$ cat config.mk
export PLATFORM = sky130hd
export DESIGN_NAME = i2c_eeprom_transaction_sequencer
export DESIGN_NICKNAME = d
export VERILOG_FILES = /design/src/ies_pkg.sv /design/src/ies_pgoff.sv /design/src/ies_plan.sv /design/src/ies_emit.sv /design/src/i2c_eeprom_transaction_sequencer.sv
export SDC_FILE = /design/constraint.sdc
export NUM_CORES = 1
export LEC_CHECK = 0
export CAP_MARGIN = 20
export CORE_AREA = 2 2 111 113
export CTS_BUF_LIST = sky130_fd_sc_hd__clkbuf_2
export DETAILED_ROUTE_END_ITERATION = 7
export DIE_AREA = 0 0 113 115
export DONT_BUFFER_PORTS = 1
export HOLD_SLACK_MARGIN = 0.03
export SLEW_MARGIN = 5
export SYNTH_ARGS = -nofsm -noshare
export SYNTH_HDL_FRONTEND = slang
export SYNTH_SLANG_ARGS = --single-unit
$ cat constraint.sdc
create_clock -name clk -period 4.5 [get_ports clk]
set_input_delay 0.225 -clock clk [delete_from_list [all_inputs] [get_ports clk]]
set_output_delay 0.225 -clock clk [all_outputs]
set_load 0.05 [all_outputs]
$ cat src/ies_pkg.sv
// Shared types and constants for the I2C EEPROM transaction sequencer.
// Holds bus command codes, command slot positions and the plan struct.
// No dependencies.
package ies_pkg;

	localparam int ADDR_W    = 16;
	localparam int DATA_W    = 8;
	localparam int DEV_W     = 7;
	localparam int SLOT_N    = 14;
	localparam int SLOT_W    = 4;

	// bus command codes
	typedef enum logic [2:0] {
		OP_START     = 3'd0,
		OP_SEND      = 3'd1,
		OP_RECV_ACK  = 3'd2,
		OP_RECV_BYTE = 3'd3,
		OP_SEND_ACK  = 3'd4,
		OP_SEND_NACK = 3'd5,
		OP_STOP      = 3'd6
	} bus_op_t;

	// fixed command slots, emitted lowest first
	localparam logic [SLOT_W-1:0] SL_PAGE_STOP = 4'd0;
	localparam logic [SLOT_W-1:0] SL_START     = 4'd1;
	localparam logic [SLOT_W-1:0] SL_DEV_WR    = 4'd2;
	localparam logic [SLOT_W-1:0] SL_ACK_DEV   = 4'd3;
	localparam logic [SLOT_W-1:0] SL_ADDR_HI   = 4'd4;
	localparam logic [SLOT_W-1:0] SL_ACK_HI    = 4'd5;
	localparam logic [SLOT_W-1:0] SL_ADDR_LO   = 4'd6;
	localparam logic [SLOT_W-1:0] SL_ACK_LO    = 4'd7;
	localparam logic [SLOT_W-1:0] SL_RSTART    = 4'd8;
	localparam logic [SLOT_W-1:0] SL_DEV_RD    = 4'd9;
	localparam logic [SLOT_W-1:0] SL_ACK_RD    = 4'd10;
	localparam logic [SLOT_W-1:0] SL_DATA      = 4'd11;
	localparam logic [SLOT_W-1:0] SL_DATA_ACK  = 4'd12;
	localparam logic [SLOT_W-1:0] SL_END_STOP  = 4'd13;

	// register index of the configuration port
	localparam logic REG_DEVICE_ADDRESS = 1'b0;
	localparam logic [DEV_W-1:0] DEV_RESET = 7'd80;

	// one word's worth of commands, handed from planner to emitter
	typedef struct packed {
		logic [SLOT_N-1:0] mask;
		logic              rd;
		logic              last;
		logic [ADDR_W-1:0] addr;
		logic [DATA_W-1:0] data;
	} plan_t;

	// control from planner to the page offset tracker
	typedef struct packed {
		logic              start;
		logic              advance;
		logic [ADDR_W-1:0] addr;
	} off_ctrl_t;

endpackage

$ cat src/ies_pgoff.sv
// Page offset tracker: keeps the next memory address modulo the page size.
// A new transfer computes the offset by reciprocal multiply; later words just count.
// Depends on ies_pkg.
module ies_pgoff #(
	parameter int PAGE_SIZE = 64
) (
	input  logic              clk,
	input  logic              arst_n,
	input  ies_pkg::off_ctrl_t ctrl,
	output logic              busy,
	output logic              off_zero
);
	import ies_pkg::*;

	localparam int OFF_W  = $clog2(PAGE_SIZE);
	localparam int RCP_SH = ADDR_W + OFF_W;
	localparam int PROD_W = 2 * ADDR_W + 1;
	localparam logic [OFF_W:0]    PAGE_W1 = (OFF_W+1)'(PAGE_SIZE);
	localparam logic [ADDR_W-1:0] PAGE_A  = ADDR_W'(PAGE_SIZE);
	// rounded-up reciprocal of the page size, exact for every 16-bit address
	localparam logic [ADDR_W:0] RCP_M =
		(ADDR_W+1)'(((64'd1 << RCP_SH) + 64'(PAGE_SIZE) - 64'd1) / 64'(PAGE_SIZE));

	logic [OFF_W-1:0]  off_q;
	logic [ADDR_W-1:0] div_q;
	logic [ADDR_W-1:0] quo_q;
	logic              busy_q;
	logic              ph_q;

	logic [PROD_W-1:0] prod;
	logic [ADDR_W-1:0] quo;
	logic [ADDR_W-1:0] rem;
	logic [OFF_W:0]    inc;
	logic [OFF_W-1:0]  adv_off;

	// quotient by reciprocal multiply, remainder by multiply-back next cycle
	always_comb begin
		prod = PROD_W'(div_q) * PROD_W'(RCP_M);
		quo  = ADDR_W'(prod >> RCP_SH);
		rem  = div_q - quo_q * PAGE_A;
	end

	// running offset; address wrap to zero restarts it
	always_comb begin
		inc = {1'b0, off_q} + 1'b1;
		if (ctrl.addr == '0 || inc == PAGE_W1) begin
			adv_off = '0;
		end else begin
			adv_off = inc[OFF_W-1:0];
		end
	end

	always_ff @(posedge clk or negedge arst_n) begin
		if (!arst_n) begin
			busy_q <= 1'b0;
			ph_q   <= 1'b0;
			off_q  <= '0;
		end else if (ctrl.start) begin
			busy_q <= 1'b1;
			ph_q   <= 1'b0;
			off_q  <= '0;
		end else if (busy_q) begin
			ph_q <= 1'b1;
			if (ph_q) begin
				off_q  <= rem[OFF_W-1:0];
				busy_q <= 1'b0;
			end
		end else if (ctrl.advance) begin
			off_q <= adv_off;
		end
	end

	// start address and quotient
	always_ff @(posedge clk) begin
		if (ctrl.start) begin
			div_q <= ctrl.addr;
		end
		if (busy_q && !ph_q) begin
			quo_q <= quo;
		end
	end

	assign busy     = busy_q;
	assign off_zero = (off_q == '0);

endmodule

$ cat src/ies_plan.sv
// Transfer planner: holds transfer state and picks the command slots for a word.
// Drives the emitter plan and the page offset tracker.
// Depends on ies_pkg.
module ies_plan (
	input  logic                     clk,
	input  logic                     arst_n,
	input  logic                     take,
	input  logic                     func,
	input  logic [ies_pkg::ADDR_W-1:0] address,
	input  logic [ies_pkg::DATA_W-1:0] write_data,
	input  logic                     last_item,
	input  logic                     off_zero,
	output ies_pkg::plan_t           plan,
	output ies_pkg::off_ctrl_t       off_ctrl
);
	import ies_pkg::*;

	logic [ADDR_W-1:0] next_address_q;
	logic              open_q;
	logic              is_read_q;
	logic [ADDR_W-1:0] base;

	// slot selection for the waiting word
	always_comb begin
		plan      = '0;
		plan.data = write_data;
		plan.last = last_item;
		if (!open_q) begin
			plan.rd   = func;
			plan.addr = address;
			plan.mask[SL_ACK_LO:SL_START] = '1;
			if (func) begin
				plan.mask[SL_ACK_RD:SL_RSTART] = '1;
			end
		end else begin
			plan.rd   = is_read_q;
			plan.addr = next_address_q;
			// page boundary in a write: close page and re-address
			if (!is_read_q && off_zero) begin
				plan.mask[SL_ACK_LO:SL_PAGE_STOP] = '1;
			end
		end
		plan.mask[SL_DATA]     = 1'b1;
		plan.mask[SL_DATA_ACK] = 1'b1;
		plan.mask[SL_END_STOP] = last_item;
	end

	// address after this word
	always_comb begin
		base             = open_q ? next_address_q : address;
		off_ctrl.addr    = base + 1'b1;
		off_ctrl.start   = take && !open_q;
		off_ctrl.advance = take && open_q;
	end

	always_ff @(posedge clk or negedge arst_n) begin
		if (!arst_n) begin
			next_address_q <= '0;
			open_q         <= 1'b0;
			is_read_q      <= 1'b0;
		end else if (take) begin
			next_address_q <= off_ctrl.addr;
			open_q         <= !last_item;
			if (!open_q) begin
				is_read_q <= func;
			end
		end
	end

endmodule

$ cat src/ies_emit.sv
// Command emitter: walks the slot mask into the output register one command
// per cycle while the output is not stalled. Depends on ies_pkg.
module ies_emit (
	input  logic                    clk,
	input  logic                    arst_n,
	input  ies_pkg::plan_t          plan,
	input  logic                    plan_valid,
	output logic                    plan_ready,
	input  logic [ies_pkg::DEV_W-1:0] dev,
	output logic                    m_tvalid,
	input  logic                    m_tready,
	output logic [2:0]              m_tuser,
	output logic [7:0]              m_tdata,
	output logic                    m_tlast
);
	import ies_pkg::*;

	logic [SLOT_N-1:0] mask_q;
	logic              rd_q;
	logic              last_q;
	logic [ADDR_W-1:0] addr_q;
	logic [DATA_W-1:0] data_q;

	logic              m_tvalid_q;
	bus_op_t           op_q;
	logic [7:0]        byte_q;
	logic              tlast_q;

	logic [SLOT_N-1:0] lowbit, rest;
	logic [SLOT_W-1:0] idx;
	logic              busy, fire, take;
	bus_op_t           op_d;
	logic [7:0]        byte_d;

	// lowest pending slot
	always_comb begin
		lowbit = mask_q & (~mask_q + 1'b1);
		rest   = mask_q & ~lowbit;
		idx    = '0;
		for (int i = 0; i < SLOT_N; i++) begin
			if (lowbit[i]) begin
				idx = idx | SLOT_W'(i);
			end
		end
	end

	assign busy       = |mask_q;
	assign fire       = busy && (!m_tvalid_q || m_tready);
	assign plan_ready = !busy || (fire && rest == '0);
	assign take       = plan_valid && plan_ready;

	// command for the current slot
	always_comb begin
		op_d   = OP_RECV_ACK;
		byte_d = '0;
		case (idx)
			SL_PAGE_STOP, SL_END_STOP: op_d = OP_STOP;
			SL_START, SL_RSTART:       op_d = OP_START;
			SL_DEV_WR: begin
				op_d   = OP_SEND;
				byte_d = {dev, 1'b0};
			end
			SL_DEV_RD: begin
				op_d   = OP_SEND;
				byte_d = {dev, 1'b1};
			end
			SL_ADDR_HI: begin
				op_d   = OP_SEND;
				byte_d = addr_q[ADDR_W-1:8];
			end
			SL_ADDR_LO: begin
				op_d   = OP_SEND;
				byte_d = addr_q[7:0];
			end
			SL_DATA: begin
				if (rd_q) begin
					op_d = OP_RECV_BYTE;
				end else begin
					op_d   = OP_SEND;
					byte_d = data_q;
				end
			end
			SL_DATA_ACK: begin
				if (!rd_q) begin
					op_d = OP_RECV_ACK;
				end else if (last_q) begin
					op_d = OP_SEND_NACK;
				end else begin
					op_d = OP_SEND_ACK;
				end
			end
			default: op_d = OP_RECV_ACK;
		endcase
	end

	// slot mask and output valid
	always_ff @(posedge clk or negedge arst_n) begin
		if (!arst_n) begin
			mask_q     <= '0;
			m_tvalid_q <= 1'b0;
		end else begin
			if (take) begin
				mask_q <= plan.mask;
			end else if (fire) begin
				mask_q <= rest;
			end
			if (fire) begin
				m_tvalid_q <= 1'b1;
			end else if (m_tready) begin
				m_tvalid_q <= 1'b0;
			end
		end
	end

	// word context and output payload
	always_ff @(posedge clk) begin
		if (take) begin
			rd_q   <= plan.rd;
			last_q <= plan.last;
			addr_q <= plan.addr;
			data_q <= plan.data;
		end
		if (fire) begin
			op_q    <= op_d;
			byte_q  <= byte_d;
			tlast_q <= (rest == '0);
		end
	end

	assign m_tvalid = m_tvalid_q;
	assign m_tuser  = op_q;
	assign m_tdata  = byte_q;
	assign m_tlast  = tlast_q;

endmodule

$ cat src/i2c_eeprom_transaction_sequencer.sv
// Top level of the I2C EEPROM transaction sequencer.
// Instantiates ies_plan, ies_pgoff and ies_emit; depends on ies_pkg.
//
// Usage:
//   Slave stream: one word per data byte of an EEPROM transfer. tuser is the
//   transfer kind (0 write, 1 read, taken when a transfer opens), tdata holds
//   the start address and write byte, tlast closes the transfer with stop.
//   Master stream: one word per bus command (start, send byte, ack, ...),
//   tuser the command code, tdata the byte to send, tlast on the final
//   command of each input word. APB register 0 holds the 7-bit device address.
// Timing:
//   An accepted word sits in the input register until the emitter takes its
//   plan; its commands then pass one at a time into the output register.
//   Commands leave at one per cycle while the master accepts them; a word has
//   2 in mid-transfer, 3 on a final write or read byte, 9 to 13 when
//   a header goes out. The next word is planned in the same cycle as the last
//   command of the previous one, so back-to-back words keep the output busy.
//   The first word of a transfer also starts the page-offset calculation,
//   always hidden behind its 9 or more header commands.
// Reset clears transfer state; the device address returns to 0x50. When the
// master side stalls, the output word holds and the input register fills.
module i2c_eeprom_transaction_sequencer #(
	parameter int PAGE_SIZE = 64
) (
	input  logic        clk,
	input  logic        arst_n,
	// slave stream
	input  logic        s_tvalid,
	output logic        s_tready,
	input  logic [23:0] s_tdata,   // [15:0] address, [23:16] write_data
	input  logic        s_tuser,   // [0] func
	input  logic        s_tlast,
	// master stream
	output logic        m_tvalid,
	input  logic        m_tready,
	output logic [7:0]  m_tdata,   // [7:0] bus_byte
	output logic [2:0]  m_tuser,   // [2:0] bus_op
	output logic        m_tlast,
	// register port
	input  logic        psel,
	input  logic        penable,
	input  logic        pwrite,
	input  logic [2:0]  paddr,
	input  logic [31:0] pwdata,
	output logic [31:0] prdata,
	output logic        pready
);
	import ies_pkg::*;

	logic [DEV_W-1:0]  dev_q;
	logic              in_vld_s1;
	logic              func_s1;
	logic [ADDR_W-1:0] addr_s1;
	logic [DATA_W-1:0] data_s1;
	logic              last_s1;

	plan_t     plan;
	off_ctrl_t off_ctrl;
	logic      off_busy, off_zero;
	logic      plan_valid, plan_ready, take;

	// register port
	assign pready = 1'b1;
	assign prdata = (paddr[2] == REG_DEVICE_ADDRESS) ? {25'd0, dev_q} : 32'd0;

	always_ff @(posedge clk or negedge arst_n) begin
		if (!arst_n) begin
			dev_q <= DEV_RESET;
		end else if (psel && penable && pwrite && paddr[2] == REG_DEVICE_ADDRESS) begin
			dev_q <= pwdata[DEV_W-1:0];
		end
	end

	// input register
	assign plan_valid = in_vld_s1 && !off_busy;
	assign take       = plan_valid && plan_ready;
	assign s_tready   = !in_vld_s1 || take;

	always_ff @(posedge clk or negedge arst_n) begin
		if (!arst_n) begin
			in_vld_s1 <= 1'b0;
		end else if (s_tready) begin
			in_vld_s1 <= s_tvalid;
		end
	end

	always_ff @(posedge clk) begin
		if (s_tvalid && s_tready) begin
			func_s1 <= s_tuser;
			addr_s1 <= s_tdata[15:0];
			data_s1 <= s_tdata[23:16];
			last_s1 <= s_tlast;
		end
	end

	ies_plan u_plan (
		.clk        (clk),
		.arst_n     (arst_n),
		.take       (take),
		.func       (func_s1),
		.address    (addr_s1),
		.write_data (data_s1),
		.last_item  (last_s1),
		.off_zero   (off_zero),
		.plan       (plan),
		.off_ctrl   (off_ctrl)
	);

	ies_pgoff #(
		.PAGE_SIZE (PAGE_SIZE)
	) u_pgoff (
		.clk      (clk),
		.arst_n   (arst_n),
		.ctrl     (off_ctrl),
		.busy     (off_busy),
		.off_zero (off_zero)
	);

	ies_emit u_emit (
		.clk        (clk),
		.arst_n     (arst_n),
		.plan       (plan),
		.plan_valid (plan_valid),
		.plan_ready (plan_ready),
		.dev        (dev_q),
		.m_tvalid   (m_tvalid),
		.m_tready   (m_tready),
		.m_tuser    (m_tuser),
		.m_tdata    (m_tdata),
		.m_tlast    (m_tlast)
	);

endmodule

After elaboration in Yosys (flattened, before gate mapping):

Cells that the tools add are included.

* bits in registers: 119
* bits of input ports: 68
* output and inout port bits: 47
* logic and storage cells: 118

* $add $sub $neg: 4
* equal/unequal tests: 11
* muxes and demuxes: 41
* bitwise operators: 5
* reductions and logical operators: 35

Operator list (count)
* 8-bit one-hot mux with 5 select lines: 1
* 6-bit 2-to-1 mux: 5
* 14-bit bitwise AND: 2
* 14-bit 2-to-1 mux: 2
* 14-bit NOT: 2
* 4-bit 2-to-1 mux: 6
* 3-bit 2-to-1 mux: 7
* 4-bit equality test, second input constant: 5
* 16-bit by 1-bit adder with 16-bit output, second input constant: 1
* 16-bit zero test: 1
* 16-bit 2-to-1 mux: 1
* 8-bit 2-to-1 mux: 2
* 3-bit one-hot mux with 5 select lines: 1
* 14-bit by 1-bit adder with 14-bit output, second input constant: 1
* 14-bit zero test: 1
* 7-bit 2-to-1 mux: 2
* 14-bit OR reduction: 1
* 1-bit logical AND: 11
* 1-bit 2-to-1 mux: 11
* 4-bit by 3-bit equality test with 1-bit output, second input constant: 2
* 6-bit by 1-bit adder with 7-bit output, second input constant: 1
* 7-bit equality test, second input constant: 1
* 1-bit zero test: 7
* 6-bit zero test: 1
* other kinds (13): 21

Longest topological paths before layout:

Gate-level depths: netlist of run 1.

* depth after elaboration: 19
* gate-level depth with buffers: 13
* gate-level depth less buffers: 9

Cells and area by module:

Synthesis of run 1 repeated with hierarchy kept, for this count alone.

* cells, all modules: 544
* area, all modules: 6319.8 um^2

By module, submodules not included
* ies_emit: times used 1, cells an instance 214, area each 2571.2 um^2, sequential area each 1516.5 um^2
* ies_plan: times used 1, cells an instance 180, area each 1645.3 um^2, sequential area each 450.4 um^2
* i2c_eeprom_transaction_sequencer: times used 1, cells an instance 83, area each 1387.6 um^2, sequential area each 983.4 um^2
* ies_pgoff: times used 1, cells an instance 67, area each 715.7 um^2, sequential area each 380.4 um^2

Worst setup path before layout of run 1:

No wires, ideal clock.

* kind: register to register
* from: register u_emit.mask_q[5]
* to: register addr_s1[0] (enable)
* setup time: 385 ps
* arrival: 3251 ps
* data required time: 4115 ps
* path slack: 864 ps
* cell stages (with the launch flop): 10
* buffers on the path: 3
* period minus slack after synthesis: 3636 ps
* cells stage by stage: dfrtp_1 -> buf_2 -> or4_1 -> buf_2 -> or4b_4 -> nor3_4 -> o21ai_1 -> buf_2 -> nand2_1 -> and2_1

* word-level cells in the longest chain between the ends: 11
* elaborated cells between the ends (all ways): 14
* those cells by class: add/sub (1); bitwise (4); reduce/logical (9)

RTL lines
* start: declaration: RTL line ies_emit.sv:18 `logic [SLOT_N-1:0] mask_q;`
* start signal: assignment: RTL line ies_emit.sv:103 `mask_q <= plan.mask;`
* start signal: assignment: RTL line ies_emit.sv:105 `mask_q <= rest;`
* 14-bit NOT: RTL line ies_emit.sv:37 `lowbit = mask_q & (~mask_q + 1'b1);`
* 14-bit by 1-bit adder with 14-bit output: RTL line ies_emit.sv:37
* 14-bit bitwise AND: RTL line ies_emit.sv:37
* 14-bit NOT: RTL line ies_emit.sv:38 `rest = mask_q & ~lowbit;`
* 14-bit bitwise AND: RTL line ies_emit.sv:38
* 14-bit zero test: RTL line ies_emit.sv:49 `assign plan_ready = !busy || (fire && rest == '0);`
* 1-bit logical AND: RTL line ies_emit.sv:49
* 1-bit logical OR (*): RTL line ies_emit.sv:49
* 1-bit logical AND (*): RTL line i2c_eeprom_transaction_sequencer.sv:76 `assign take = plan_valid && plan_ready;`
* 1-bit logical OR (*): RTL line i2c_eeprom_transaction_sequencer.sv:77 `assign s_tready = !in_vld_s1 || take;`
* net s_tready: RTL line i2c_eeprom_transaction_sequencer.sv:29 `output logic s_tready,`
* 1-bit logical AND (*): RTL line i2c_eeprom_transaction_sequencer.sv:88 `if (s_tvalid && s_tready) begin`
* end signal: assignment: RTL line i2c_eeprom_transaction_sequencer.sv:90 `addr_s1 <= s_tdata[15:0];`
* end: declaration: RTL line i2c_eeprom_transaction_sequencer.sv:53 `logic [ADDR_W-1:0] addr_s1;`

Mark *: on every way through the listed nets, which the timed path passes. The rest lies on a longest branch.
A chain may end at the register's enable or synchronous reset.

Worst setup path in the final report of run 1:

* from: register u_emit.mask_q[4]
* to: output port s_tready

* word-level cells in the longest chain between the ends: 10
* elaborated cells between the ends (all ways): 13
* those cells by class: add/sub (1); bitwise (4); reduce/logical (8)

RTL lines (RTL line)
* 14-bit NOT: ies_emit.sv:37
* 14-bit by 1-bit adder with 14-bit output: ies_emit.sv:37
* 14-bit bitwise AND: ies_emit.sv:37
* 14-bit NOT: ies_emit.sv:38
* 14-bit bitwise AND: ies_emit.sv:38
* 14-bit zero test: ies_emit.sv:49
* 1-bit logical AND: ies_emit.sv:49
* 1-bit logical OR (*): ies_emit.sv:49
* 1-bit logical AND (*): i2c_eeprom_transaction_sequencer.sv:76
* 1-bit logical OR (*): i2c_eeprom_transaction_sequencer.sv:77
* end: declaration: i2c_eeprom_transaction_sequencer.sv:29

Every way passes the cells marked *; elsewhere a longest branch is shown, timed or not.

==> summary.txt, run 1 <==
Status
  • Run status: finished with violations
  • Violated checks: DRC

Placement
  • Sum of net half-perimeters after detailed placement: 8140 um
  • Placer congestion estimate: 0.854
  • Cell Count Post-Placement: 640
  • Cell Area, Placed: 5840 um^2
  • Count of buffers inserted at the top-level ports: 0
  • Worst slack, placed: 0.712 ns

Yosys
  • Part of the Yosys area used for sequential elements: 57.6%
  • Most area-hungry cell type in the Yosys netlist: sky130_fd_sc_hd__edfxtp_1
  • Predominant post-synthesis flop cell: sky130_fd_sc_hd__edfxtp_1
  • Proportion of synthesized flip-flops having asynchronous set or reset: 41.2%
  • Synthesis warning total: 0
  • Synthesized instance count: 507
  • Fraction of post-synthesis cell area in the top cell type by area: 36.4%
  • Area contributors post-synth: sky130_fd_sc_hd__edfxtp_1 36%, sky130_fd_sc_hd__dfrtp_1 20%, sky130_fd_sc_hd__mux2_2 4.3%
  • Post-synth cell types: 63
  • Post-synth EDFFs: 70
  • Mean Syn Cell Area: 11.4 um^2
  • Register bit count reported by yosys: 119
  • Summed instance area of the synthesized netlist: 5780 um^2

Drt
  • Highest metal used: met4
  • Final WL: 11800 um
  • Initial DRC Count: 282
  • DR WL/cell: 16.5 um
  • Metal-1 WL: 5300 um
  • Vias after detailed routing: 4018
  • Detailed Routing Iterations Pass 1: 8
  • Detailed route wirelength on metal2: 5690 um
  • Avg Vias per Cell: 5.60
  • Drc violations: 12
  • Wire length on met3: 606 um
  • Residual antenna-violating net count after detailed routing: 0

Final layout
  • Final cell utilization of the core: 55.4%
  • Combined area of the multi-input logic cells: 2190 um^2
  • Flip-flop and latch area: 3330 um^2
  • Layout overhead on the synthesized area: 13.2%
  • Final nets: 628
  • Final instance area: 6550 um^2
  • Non-filler cells, final: 717
  • Count of inserted antenna diode cells: 0
  • Layout cells sized above 1: 13.7%
  • Filler Cells Inserted: 1008

CTS
  • Clock H-tree levels: 4
  • Total CTS buffers: 17
  • CTS Sinks: 119
  • Clock root cell: sky130_fd_sc_hd__clkbuf_2
  • CTS tree: yes
  • Maximum count of clock buffers along a single path: 2
  • Insertion delay to the later sink of the worst-skew pair: 0.69 ns
  • Clock transition time at the flip-flop clock pins of the worst setup and hold paths: 0.20 ns

Floorplanning
  • Number of rows created at floorplan: 40
  • Die width: 113 um
  • Core Box Area: 11800 um^2
  • Die Y: 115 um
  • Die Footprint: 13000 um^2
  • Starting utilization of the core area: 49.0%
  • Number of top-level pins: 115

STA
  • Final setup skew: 0.0358 ns
  • Final worst setup slack: 0.643 ns
  • Final critical path time including I/O delays and setup: 3.86 ns
  • Unrepaired setup endpoints after global routing: false
  • Actual slew at the worst max-slew pin: 0.946 ns
  • Final hold viol count: 0
  • Setup-violating endpoint count in the final report: 0
  • Number of max-slew violations in the final report: 0
  • Minimum hold slack: 0.141 ns
  • Total negative slack for setup checks: 0 ns
  • Part of the cycle the worst path needs: 85.7%
  • Upper clock frequency limit: 0.259 GHz
  • Relative max-transition margin: 36.8%

GRT
  • Number of global-route vias before repair: 3862
  • Total global routing track utilization: 19.3%
  • Initial antenna violation count: 0
  • Global-route wire length before repair: 19300 um
  • Maximum number of pins on one net before global-route repair: 48
  • Overflow left after global routing: 0

Setup path
  • Reg-to-reg startpoint: u_emit.mask_q[4]
  • Data arrival time of the critical path: 3.63 ns
  • Reg2reg path depth: 8
  • Reg2reg setup slack: 0.69 ns
  • CP Max Fanout: 15
  • Critical path start-end classification: reg -> out
  • Worst r2r dst: addr_s1[6]
  • Capturing element type of the critical path: output pin
  • Req. time, crit path: 4.28 ns
  • Critical Path Start Type: flip-flop
  • Start point of the critical path: u_emit.mask_q[4]
  • End point of the critical path: s_tready

Run
  • Count of maximum capacitance violations: 0

Power
  • Maximum ir drop on the vdd rail: 274 uV
  • Pwr dens: 788 nW/um^2
  • Static Leak: 2.65 nW
  • Total chip power: 5.16 mW

Worst hold path
  • Hold Path Class: in -> reg
[synth_stat cells, drive strengths merged, types with 7 or more instances]
cell type   n
nor3        8
a21oi      14
mux2       22
o31ai       7
nand3      16
nand4       7
o21ai      33
dfrtp      47
inv        19
a221o       7
nor2b      11
mux2i      15
o22ai       7
xnor2       7
clkbuf     11
nand2      58
nor2       28
buf        36
edfxtp     70
[power breakdown]
part	internal, mW	total, mW	switching [mW]	leakage (nW)
sequential	1.74	2.27	0.526	1.25
combinational	0.891	2.26	1.37	1.27
clock	0.205	0.631	0.426	0.129
[repair_timing]
| action | in CTS | in global routing |
|---|---|---|
| setup buffers | 0 | 0 |
| hold endpoints to repair | 99 | 0 |
| hold buffers | 45 | 0 |
| resized for setup | 0 | 0 |
[flip-flops by register name, summed over array words and instances, names as in the netlist, 3 cells and up]
signal                 cells
u_emit.addr_q             16
u_emit.data_q              8
u_pgoff.off_q              6
data_s1                    8
u_emit.mask_q             14
u_pgoff.div_q              6
addr_s1                   16
u_plan.next_address_q     16
dev_q                      7
u_emit.m_tuser             3
u_emit.m_tdata             8
[critical path: stages (launching register included)]
cell                       delay [ns]
sky130_fd_sc_hd__dfrtp_1         0.54
sky130_fd_sc_hd__or4_1           0.71
sky130_fd_sc_hd__nor3_2          0.35
sky130_fd_sc_hd__o21ai_0         0.17
sky130_fd_sc_hd__a211oi_1        0.44
sky130_fd_sc_hd__o21ai_2         0.27
sky130_fd_sc_hd__nand2_1         0.47
[placed cells by master (no fill, tap or decap), types with 6 or more instances in the layout]
cell,synthesis,layout
sky130_fd_sc_hd__nand2_1,58,58
sky130_fd_sc_hd__nand3_1,16,16
sky130_fd_sc_hd__o31ai_1,7,7
sky130_fd_sc_hd__dlygate4sd3_1,0,43
sky130_fd_sc_hd__edfxtp_1,70,70
sky130_fd_sc_hd__nand4_1,7,7
sky130_fd_sc_hd__o22ai_1,7,7
sky130_fd_sc_hd__conb_1,2,26
sky130_fd_sc_hd__nor2_1,28,28
sky130_fd_sc_hd__nor2b_1,11,11
sky130_fd_sc_hd__o21ai_0,31,31
sky130_fd_sc_hd__mux2i_1,15,15
sky130_fd_sc_hd__dfrtp_1,47,47
sky130_fd_sc_hd__clkbuf_2,0,18
sky130_fd_sc_hd__nor3_1,6,6
sky130_fd_sc_hd__buf_4,26,9
sky130_fd_sc_hd__mux2_2,22,22
sky130_fd_sc_hd__a221o_1,7,7
sky130_fd_sc_hd__a21oi_1,14,14
sky130_fd_sc_hd__inv_1,19,19
sky130_fd_sc_hd__xnor2_1,7,7
[per-layer routing]
layer | vias to the layer above | GRT usage, %
li1 | 1921 | -
met1 | 1934 | 25.1
met2 | 137 | 30.7
met3 | 26 | 4.90
met5 | - | 0
met4 | 0 | 8.70
[kinds of logic after synthesis]
kind of cell / count (synthesis) / share of synthesized area, %
adder cells (fa/ha/maj): 5 / 0.996
flip-flops: 119 / 57.6
multiplexers: 37 / 6.88
AO/OA/AOI/OAI: 105 / 12.1
buffers and inverters: 66 / 6.15
XOR/XNOR: 10 / 1.51
AND/OR/NAND/NOR: 163 / 14.6
other: 2 / 0.130
[layout make-up]
type	count	share of cell area, %
Sequential cell	119	50.9
Multi-Input combinational cell	346	33.4
Timing Repair Buffer	54	8.45
Tap cell	147	2.81
Inverter	19	1.09
Clock buffer	18	1.38
Clock inverter	14	1.95
[worst min-delay path by stage]
stage	start	endpoint	slack (ns)	cells past startpoint
6_report	s_tdata[22]	data_s1[6]	0.14	1
5_1_grt	s_tdata[22]	data_s1[6]	0.05	1
4_1_cts	arst_n	dev_q[4]	0.07	2
3_5_place_dp	arst_n	u_pgoff.off_q[1]	-0.07	0
3_3_place_gp	arst_n	u_pgoff.off_q[0]	-0.07	0
2_1_floorplan	arst_n	dev_q[0]	-0.07	0
(Power assumes the default switching activity.)
==> inputs of run 2 (changes only) <==
--- a/config.mk
+++ b/config.mk
@@ -6,12 +6,15 @@
 export NUM_CORES = 1
 export LEC_CHECK = 0
 export CAP_MARGIN = 20
+export CELL_PAD_IN_SITES_DETAIL_PLACEMENT = 0
+export CELL_PAD_IN_SITES_GLOBAL_PLACEMENT = 1
 export CORE_AREA = 2 2 111 113
 export CTS_BUF_LIST = sky130_fd_sc_hd__clkbuf_2
 export DETAILED_ROUTE_END_ITERATION = 7
 export DIE_AREA = 0 0 113 115
 export DONT_BUFFER_PORTS = 1
 export HOLD_SLACK_MARGIN = 0.03
+export PLACE_DENSITY_LB_ADDON = 0.1
 export SLEW_MARGIN = 5
 export SYNTH_ARGS = -nofsm -noshare
 export SYNTH_HDL_FRONTEND = slang
==> run 2 against run 1 <==
Effect of this change: the flow still finishes with violations (DRC); worst hold slack worse by 0.043 ns; first-iteration DRC count down 7.8%; count of clock-buffer cells in the layout up 5; sequential power about the same; maximum frequency up 2.6%; critical path depth up 2; non-clock buffer count down 4; combinational power about the same; utilization down 1.0 points; power down 3.1%; clock skew up 0.0013 ns; wire length down 1.7%; critical endpoint is now u_emit.addr_q[11]; largest cell class unchanged; largest power group unchanged.
==> summary.txt, run 2 (synthesis results as in run 1) <==
Setup path
  • Slowest stage cell on the critical path: sky130_fd_sc_hd__or4_1
  • Critical path start-end classification: reg -> reg
  • Most frequent cell on the critical path: sky130_fd_sc_hd__buf_4
  • CP Max Fanout: 18 (+3)
  • Buffer and inverter count on the worst path: 3 (+3)
  • Capturing element type of the critical path: flip-flop
  • Highest cell delay on the worst timing path: 0.71 ns (about the same)
  • Req. time, crit path: 4.84 ns (+0.56 ns)
  • Logic depth of the worst path, buffers included: 8 (+2)
  • Reg2reg path depth: 8 (unchanged)
  • Chain of cells forming the critical path: or4_1, nor3_2, o21ai_0, a211oi_1, o21ai_2, inv_1, buf_4, buf_4
  • Critical Path Start Type: flip-flop
  • Data arrival time of the critical path: 4.10 ns (+0.47 ns)
  • Gate family responsible for the most delay along the worst path: simple AND/OR/NAND/NOR gates

CTS
  • Number of buffers inserted by post-CTS setup repair: 0 (unchanged)
  • CTS Sinks: 119 (unchanged)
  • Total CTS buffers: 17 (unchanged)
  • Insertion delay to the later sink of the worst-skew pair: 0.65 ns (-0.04 ns)
  • Clock root cell: sky130_fd_sc_hd__clkbuf_2
  • Maximum count of clock buffers along a single path: 2 (unchanged)
  • Clock H-tree levels: 4 (unchanged)
  • Clock transition time at the flip-flop clock pins of the worst setup and hold paths: 0.17 ns (-0.03 ns)
  • CTS tree: yes
  • Count of instances resized after the clock tree is built: 0 (unchanged)

GRT
  • Overflow left after global routing: 0 (unchanged)
  • Global-route wire length before repair: 18800 um (-2.6%)
  • Number of global-route vias before repair: 3692 (-4.4%)
  • Maximum number of pins on one net before global-route repair: 50 (+4.2%)
  • Total global routing track utilization: 18.8% (-0.48 points)
  • Initial antenna violation count: 0 (unchanged)

Floorplanning
  • Core Box Area: 11800 um^2 (unchanged)
  • Die Y: 115 um (unchanged)
  • Number of top-level pins: 115 (unchanged)
  • Die width: 113 um (unchanged)
  • Number of rows created at floorplan: 40 (unchanged)
  • Die Footprint: 13000 um^2 (unchanged)
  • Starting utilization of the core area: 49.0% (unchanged)

Drt
  • Drc violations: 10 (-2)
  • Vias after detailed routing: 3940 (-1.9%)
  • Initial DRC Count: 260 (-7.8%)
  • Final WL: 11700 um (-1.7%)
  • Residual antenna-violating net count after detailed routing: 0 (unchanged)
  • DR WL/cell: 16.3 um (-1.1%)
  • Detailed Routing Iterations Pass 1: 8 (unchanged)
  • Avg Vias per Cell: 5.53 (-1.4%)

Status
  • Run status: finished with violations
  • Violated checks: DRC

Run
  • Count of maximum capacitance violations: 0 (unchanged)

Final layout
  • Final cell utilization of the core: 54.4% (-1.0 points)
  • Final instance area: 6430 um^2 (-1.8%)
  • Layout overhead on the synthesized area: 11.2%
  • Final nets: 624 (-0.64%)
  • Combined area of the multi-input logic cells: 2190 um^2 (unchanged)
  • Highest-count cells in the layout ignoring fill and taps: 70 x sky130_fd_sc_hd__edfxtp_1, 58 x sky130_fd_sc_hd__nand2_1, 47 x sky130_fd_sc_hd__dfrtp_1, 42 x sky130_fd_sc_hd__dlygate4sd3_1, 31 x sky130_fd_sc_hd__o21ai_0
  • Layout cells sized above 1: 12.4% (-1.3 points)
  • Flip-flop and latch area: 3330 um^2 (unchanged)
  • Count of inserted antenna diode cells: 0 (unchanged)
  • Filler Cells Inserted: 1050 (+4.2%)
  • Largest registers: addr_s1: 16 flops, u_emit.addr_q: 16 flops, u_plan.next_address_q: 16 flops
  • Commonest non-fill, non-tap cell in the layout: sky130_fd_sc_hd__edfxtp_1

Placement
  • Cell Area, Placed: 5830 um^2 (-0.26%)
  • Count of buffers inserted at the top-level ports: 0 (unchanged)
  • Sum of net half-perimeters after detailed placement: 8220 um (+1.1%)
  • Placer congestion estimate: 0.815 (-4.6%)

STA
  • Number of max-slew violations in the final report: 0 (unchanged)
  • Final critical path time including I/O delays and setup: 3.76 ns (-0.0975 ns)
  • Upper clock frequency limit: 0.266 GHz (+2.6%)
  • Minimum hold slack: 0.0984 ns (-0.0430 ns)
  • Final hold viol count: 0 (unchanged)
  • Relative max-transition margin: 35.2% (-1.6 points)
  • Final setup skew: 0.0371 ns (+0.00134 ns)
  • Part of the cycle the worst path needs: 83.5% (-2.2 points)
  • Unrepaired setup endpoints after global routing: false
  • Actual slew at the worst max-slew pin: 0.969 ns (+0.0228 ns)
  • Total negative slack for setup checks: 0 ns (unchanged)
  • Setup-violating endpoint count in the final report: 0 (unchanged)

Power
  • Pwr dens: 777 nW/um^2 (-1.3%)
  • Static Leak: 2.60 nW (-1.9%)
  • Maximum ir drop on the vdd rail: 288 uV (+5.2%)

Worst hold path
  • Hold Path Class: in -> async
run 2: final timing paths:
kind                                       start           endpoint  slack (ns)
worst max-delay path            u_emit.mask_q[4]  u_emit.addr_q[11]        0.74
worst min-delay path                      arst_n   u_emit.mask_q[8]         0.1
worst max register to register  u_emit.mask_q[4]  u_emit.addr_q[11]        0.74
worst min register to register        data_s1[3]   u_emit.data_q[3]        0.42
max in group asynchronous                 arst_n           dev_q[4]        4.10
min in group clk                        s_tvalid            func_s1        0.13
run 2: cell type report:
class | count | share of cell area (%)
sequential | 119 | 51.8
clock inverter | 9 | 0.584
multi-input combinational | 346 | 34.1
clock buffer | 23 | 1.79
tap | 147 | 2.86
inverter | 19 | 1.11
timing repair buffer | 50 | 7.79
run 2: metrics by stage:
stage	std cells	worst slack, ns	total power [mW]
2_1_floorplan	531	0.864	3.95
3_3_place_gp	638	0.781	4.46
3_5_place_dp	638	0.771	4.49
4_1_cts	707	0.702	5.02
5_1_grt	713	0.412	5.37
6_report	713	0.740	5.00
run 2: power by group:
part	leakage [nW]	switching, mW	total (mW)	internal [mW]
Sequential	1.25	0.512	2.25	1.74
Clock	0.117	0.349	0.493	0.143
Combinational	1.23	1.38	2.25	0.873
run 2: metal layers:
| layer | global-route usage, % | share of wire (%) |
|---|---|---|
| met1 | 24.2 | 46 |
| met2 | 30.8 | 48 |
| met3 | 5.64 | 4.5 |
| met4 | 6.18 | 1.3 |
| met5 | 0 | 0 |
run 2: repair_timing:
action,CTS,global route
endpoints found under the setup margin,0,0
hold buffers,37,6
endpoints found under the hold margin,90,2
==> inputs of run 3 (changes only) <==
--- a/config.mk
+++ b/config.mk
@@ -5,13 +5,14 @@
 export SDC_FILE = /design/constraint.sdc
 export NUM_CORES = 1
 export LEC_CHECK = 0
+export ABC_AREA = 1
 export CAP_MARGIN = 20
 export CELL_PAD_IN_SITES_DETAIL_PLACEMENT = 0
 export CELL_PAD_IN_SITES_GLOBAL_PLACEMENT = 1
-export CORE_AREA = 2 2 111 113
+export CORE_AREA = 2 2 119 121
 export CTS_BUF_LIST = sky130_fd_sc_hd__clkbuf_2
 export DETAILED_ROUTE_END_ITERATION = 7
-export DIE_AREA = 0 0 113 115
+export DIE_AREA = 0 0 121 123
 export DONT_BUFFER_PORTS = 1
 export HOLD_SLACK_MARGIN = 0.03
 export PLACE_DENSITY_LB_ADDON = 0.1
==> constraint.sdc (replaced) <==
create_clock -name clk -period 3.1 [get_ports clk]
set_input_delay 0.155 -clock clk [delete_from_list [all_inputs] [get_ports clk]]
set_output_delay 0.155 -clock clk [all_outputs]
set_load 0.05 [all_outputs]
==> run 3 against run 2 <==
Effect of this change: the flow now finishes without violations; synthesized cell count is 34% higher; critical path type is now reg -> out; count of clock-buffer cells in the layout shrank 3; final cell count increased by 35%; utilization decreased by 1.8 points; wire length increased by 12%; worst hold slack improved by 0.041 ns; power increased by 36%; design area grew 11%; critical endpoint is now s_tready; sequential share of layout area shrank 5.3 points; non-clock buffer count is 34 higher; synthesized area grew 3.5%; die area rose by 15%.
==> summary.txt, run 3 <==
Run
  • Count of maximum capacitance violations: 0 (unchanged)

Drt
  • Final WL: 13100 um (+12%)
  • Avg Vias per Cell: 4.68 (-15%)
  • Drc violations: 0 (-10)
  • Residual antenna-violating net count after detailed routing: 0 (unchanged)
  • Vias after detailed routing: 4506 (+14%)
  • DR WL/cell: 13.6 um (-17%)
  • Detailed Routing Iterations Pass 1: 5 (-3)
  • Initial DRC Count: 309 (+19%)

Setup path
  • CP Max Fanout: 25 (+7)
  • Start point of the critical path: u_emit.mask_q[2]
  • Reg-to-reg startpoint: u_emit.mask_q[2]
  • Reg2reg setup slack: 0.50 ns (-0.24 ns)
  • Worst r2r dst: u_emit.data_q[4]
  • Reg2reg path depth: 12 (+4)
  • Data arrival time of the critical path: 2.64 ns (-1.46 ns)
  • Capturing element type of the critical path: output pin
  • Critical Path Start Type: flip-flop
  • Critical path start-end classification: reg -> out
  • Req. time, crit path: 2.94 ns (-1.90 ns)

CTS
  • CTS tree: yes
  • Maximum count of clock buffers along a single path: 2 (unchanged)
  • Clock transition time at the flip-flop clock pins of the worst setup and hold paths: 0.16 ns (about the same)
  • Insertion delay to the later sink of the worst-skew pair: 0.66 ns (about the same)
  • Total CTS buffers: 17 (unchanged)
  • CTS Sinks: 119 (unchanged)
  • Clock root cell: sky130_fd_sc_hd__clkbuf_2
  • Clock H-tree levels: 4 (unchanged)

Final layout
  • Combined area of the multi-input logic cells: 2170 um^2 (-0.97%)
  • Commonest non-fill, non-tap cell in the layout: sky130_fd_sc_hd__nand2_1
  • Final instance area: 7160 um^2 (+11%)
  • Flip-flop and latch area: 3330 um^2 (unchanged)
  • Largest registers: addr_s1: 16 flops, u_emit.addr_q: 16 flops, u_plan.next_address_q: 16 flops
  • Final nets: 839 (+34%)
  • Highest-count cells in the layout ignoring fill and taps: 212 x sky130_fd_sc_hd__nand2_1, 75 x sky130_fd_sc_hd__dlygate4sd3_1, 71 x sky130_fd_sc_hd__inv_1, 70 x sky130_fd_sc_hd__edfxtp_1, 69 x sky130_fd_sc_hd__nor2_1
  • Layout cells sized above 1: 10.8% (-1.6 points)
  • Layout overhead on the synthesized area: 19.7%
  • Filler Cells Inserted: 1294 (+23%)

Placement
  • Placer congestion estimate: 0.824 (+1.2%)
  • Count of buffers inserted at the top-level ports: 0 (unchanged)
  • Cell Area, Placed: 6090 um^2 (+4.5%)
  • Worst slack, placed: 0.486 ns (-0.285 ns)
  • Sum of net half-perimeters after detailed placement: 8940 um (+8.7%)

GRT
  • Total global routing track utilization: 19.0% (+0.15 points)
  • Maximum number of pins on one net before global-route repair: 48 (-4.0%)
  • Initial antenna violation count: 1 (+1)
  • Global-route wire length before repair: 21400 um (+14%)
  • Number of global-route vias before repair: 4446 (+20%)
  • Overflow left after global routing: 0 (unchanged)

Yosys
  • Cell with the most instances after synthesis: sky130_fd_sc_hd__nand2_1
  • Summed instance area of the synthesized netlist: 5980 um^2 (+3.5%)
  • Cell types with the highest counts after synthesis: 213 x sky130_fd_sc_hd__nand2_1, 71 x sky130_fd_sc_hd__inv_1, 70 x sky130_fd_sc_hd__edfxtp_1
  • Predominant post-synthesis flop cell: sky130_fd_sc_hd__edfxtp_1
  • Synthesized instance count: 681 (+34%)
  • Most area-hungry cell type in the Yosys netlist: sky130_fd_sc_hd__edfxtp_1
  • Synthesis warning total: 0 (unchanged)
  • Post-synth EDFFs: 70 (unchanged)
  • Mean Syn Cell Area: 8.79 um^2 (-23%)
  • Area contributors post-synth: sky130_fd_sc_hd__edfxtp_1 35%, sky130_fd_sc_hd__dfrtp_1 20%, sky130_fd_sc_hd__nand2_1 13%
  • Fraction of post-synthesis cell area in the top cell type by area: 35.1% (-1.2 points)
  • Register bit count reported by yosys: 119 (unchanged)
  • Post-synth cell types: 44 (-30%)
  • Part of the Yosys area used for sequential elements: 55.7% (-1.9 points)
  • Proportion of synthesized flip-flops having asynchronous set or reset: 41.2% (unchanged)

STA
  • Actual slew at the worst max-slew pin: 0.883 ns (-0.0852 ns)
  • Relative max-transition margin: 40.9% (+5.7 points)
  • Final worst setup slack: 0.303 ns (-0.438 ns)
  • Final setup skew: 0.0317 ns (-0.00537 ns)
  • Number of max-slew violations in the final report: 0 (unchanged)
  • Final hold viol count: 0 (unchanged)
  • Unrepaired setup endpoints after global routing: false
  • Setup-violating endpoint count in the final report: 0 (unchanged)
  • Part of the cycle the worst path needs: 90.2%
  • Upper clock frequency limit: 0.357 GHz
  • Minimum hold slack: 0.139 ns (+0.0407 ns)
  • Final critical path time including I/O delays and setup: 2.80 ns
  • Total negative slack for setup checks: 0 ns (unchanged)

Floorplanning
  • Number of top-level pins: 115 (unchanged)
  • Die width: 121 um (+7.1%)
  • Core Box Area: 13600 um^2 (+15%)
  • Starting utilization of the core area: 44.0% (-5.0 points)
  • Die Y: 123 um (+7.0%)
  • Die Footprint: 14900 um^2 (+15%)
  • Number of rows created at floorplan: 43 (+7.5%)

Worst hold path
  • Startpoint of the tightest hold check path: s_tuser
  • Hold Path Class: in -> reg
  • Hold Path Cell Cnt: 1
  • Worst Hold Endpoint: func_s1

Status
  • Run status: finished, final reports clean

Power
  • Pwr dens: 952 nW/um^2 (+22%)
  • Static Leak: 3.30 nW (+27%)
  • Maximum ir drop on the vdd rail: 428 uV (+48%)
## run 3: changes by cell type in the layout (fill, tap and decap cells not counted), moves of 13 or more
cell                            previous run  this run
sky130_fd_sc_hd__nand2_1                  58       212
sky130_fd_sc_hd__inv_1                    19        71
sky130_fd_sc_hd__mux2_2                   22         0
sky130_fd_sc_hd__dlygate4sd3_1            42        75
sky130_fd_sc_hd__mux2i_1                  15         0
sky130_fd_sc_hd__nor2_1                   28        69
sky130_fd_sc_hd__o21ai_0                  31        18
sky130_fd_sc_hd__nand3_1                  16        34
## run 3: critical path: stages (launching register included)
cell and delay [ns]:
sky130_fd_sc_hd__dfrtp_1 0.47, sky130_fd_sc_hd__nor2_1 0.18, sky130_fd_sc_hd__nand2_2 0.14, sky130_fd_sc_hd__nor2_4 0.17, sky130_fd_sc_hd__nand2_1 0.10, sky130_fd_sc_hd__nand2_1 0.09, sky130_fd_sc_hd__nand2_1 0.05, sky130_fd_sc_hd__nor2_1 0.16
sky130_fd_sc_hd__nand4_1 0.12, sky130_fd_sc_hd__nand2_2 0.15, sky130_fd_sc_hd__nand2_8 0.17, sky130_fd_sc_hd__nand2_8 0.17
## run 3: area by class of cell
type | instances | share of cell area [%]
diodes | 1 | 0.0349
flip-flops and latches | 119 | 46.5
clock buffers | 20 | 1.40
repair buffers | 84 | 12.3
multi-input cells | 463 | 30.3
inverters | 83 | 4.40
clock inverters | 12 | 1.90
well taps | 180 | 3.14
## run 3: worst max path at each step
stage | to | slack [ns]
after floorplan | addr_s1[0] | 0.31
after CTS | s_tready | 0.04
after detailed placement | u_emit.data_q[3] | 0.49
final | s_tready | 0.30
after global placement | u_emit.data_q[3] | 0.51
after global routing | s_tready | 0.01
## run 3: cell families after synthesis
| family | after synthesis | synth area share, % |
|---|---|---|
| flops | 119 | 55.7 |
| simple gates | 363 | 25.9 |
| buf+inv | 123 | 10.2 |
| compound gates | 66 | 6.71 |
| fa+ha+maj | 3 | 0.627 |
| other cells | 2 | 0.126 |
| xor+xnor | 5 | 0.732 |
## run 3: timing repair
action                     CTS  global route
hold endpoints to repair   126             1
buffers inserted             0             0
hold buffers                76             1
pin swaps                    0             0
gates resized for setup      1             4
setup endpoints to repair    1             1
## run 3: metrics by stage
stage	utilization (%)	cells	total power, mW
floorplan	-	705	5.12
global placement	44.8	852	5.69
detailed placement	44.8	852	5.72
CTS	52.4	960	6.86
global route	52.6	962	7.40
finish	52.6	962	6.82
## run 3: where the power goes
group	total, mW	internal [mW]	switching (mW)
clock	1.02	0.446	0.571
sequential	3.06	2.49	0.573
combinational	2.74	0.842	1.90
total	6.82	3.78	3.04
## run 3: layer usage
layer	track usage, %	wire, um	up-vias
met1	24.5	6100	2090
met2	31.5	6380	87
li1	-	-	2327
met5	0	0	-
met3	4.94	550	2
met4	5.67	52	0
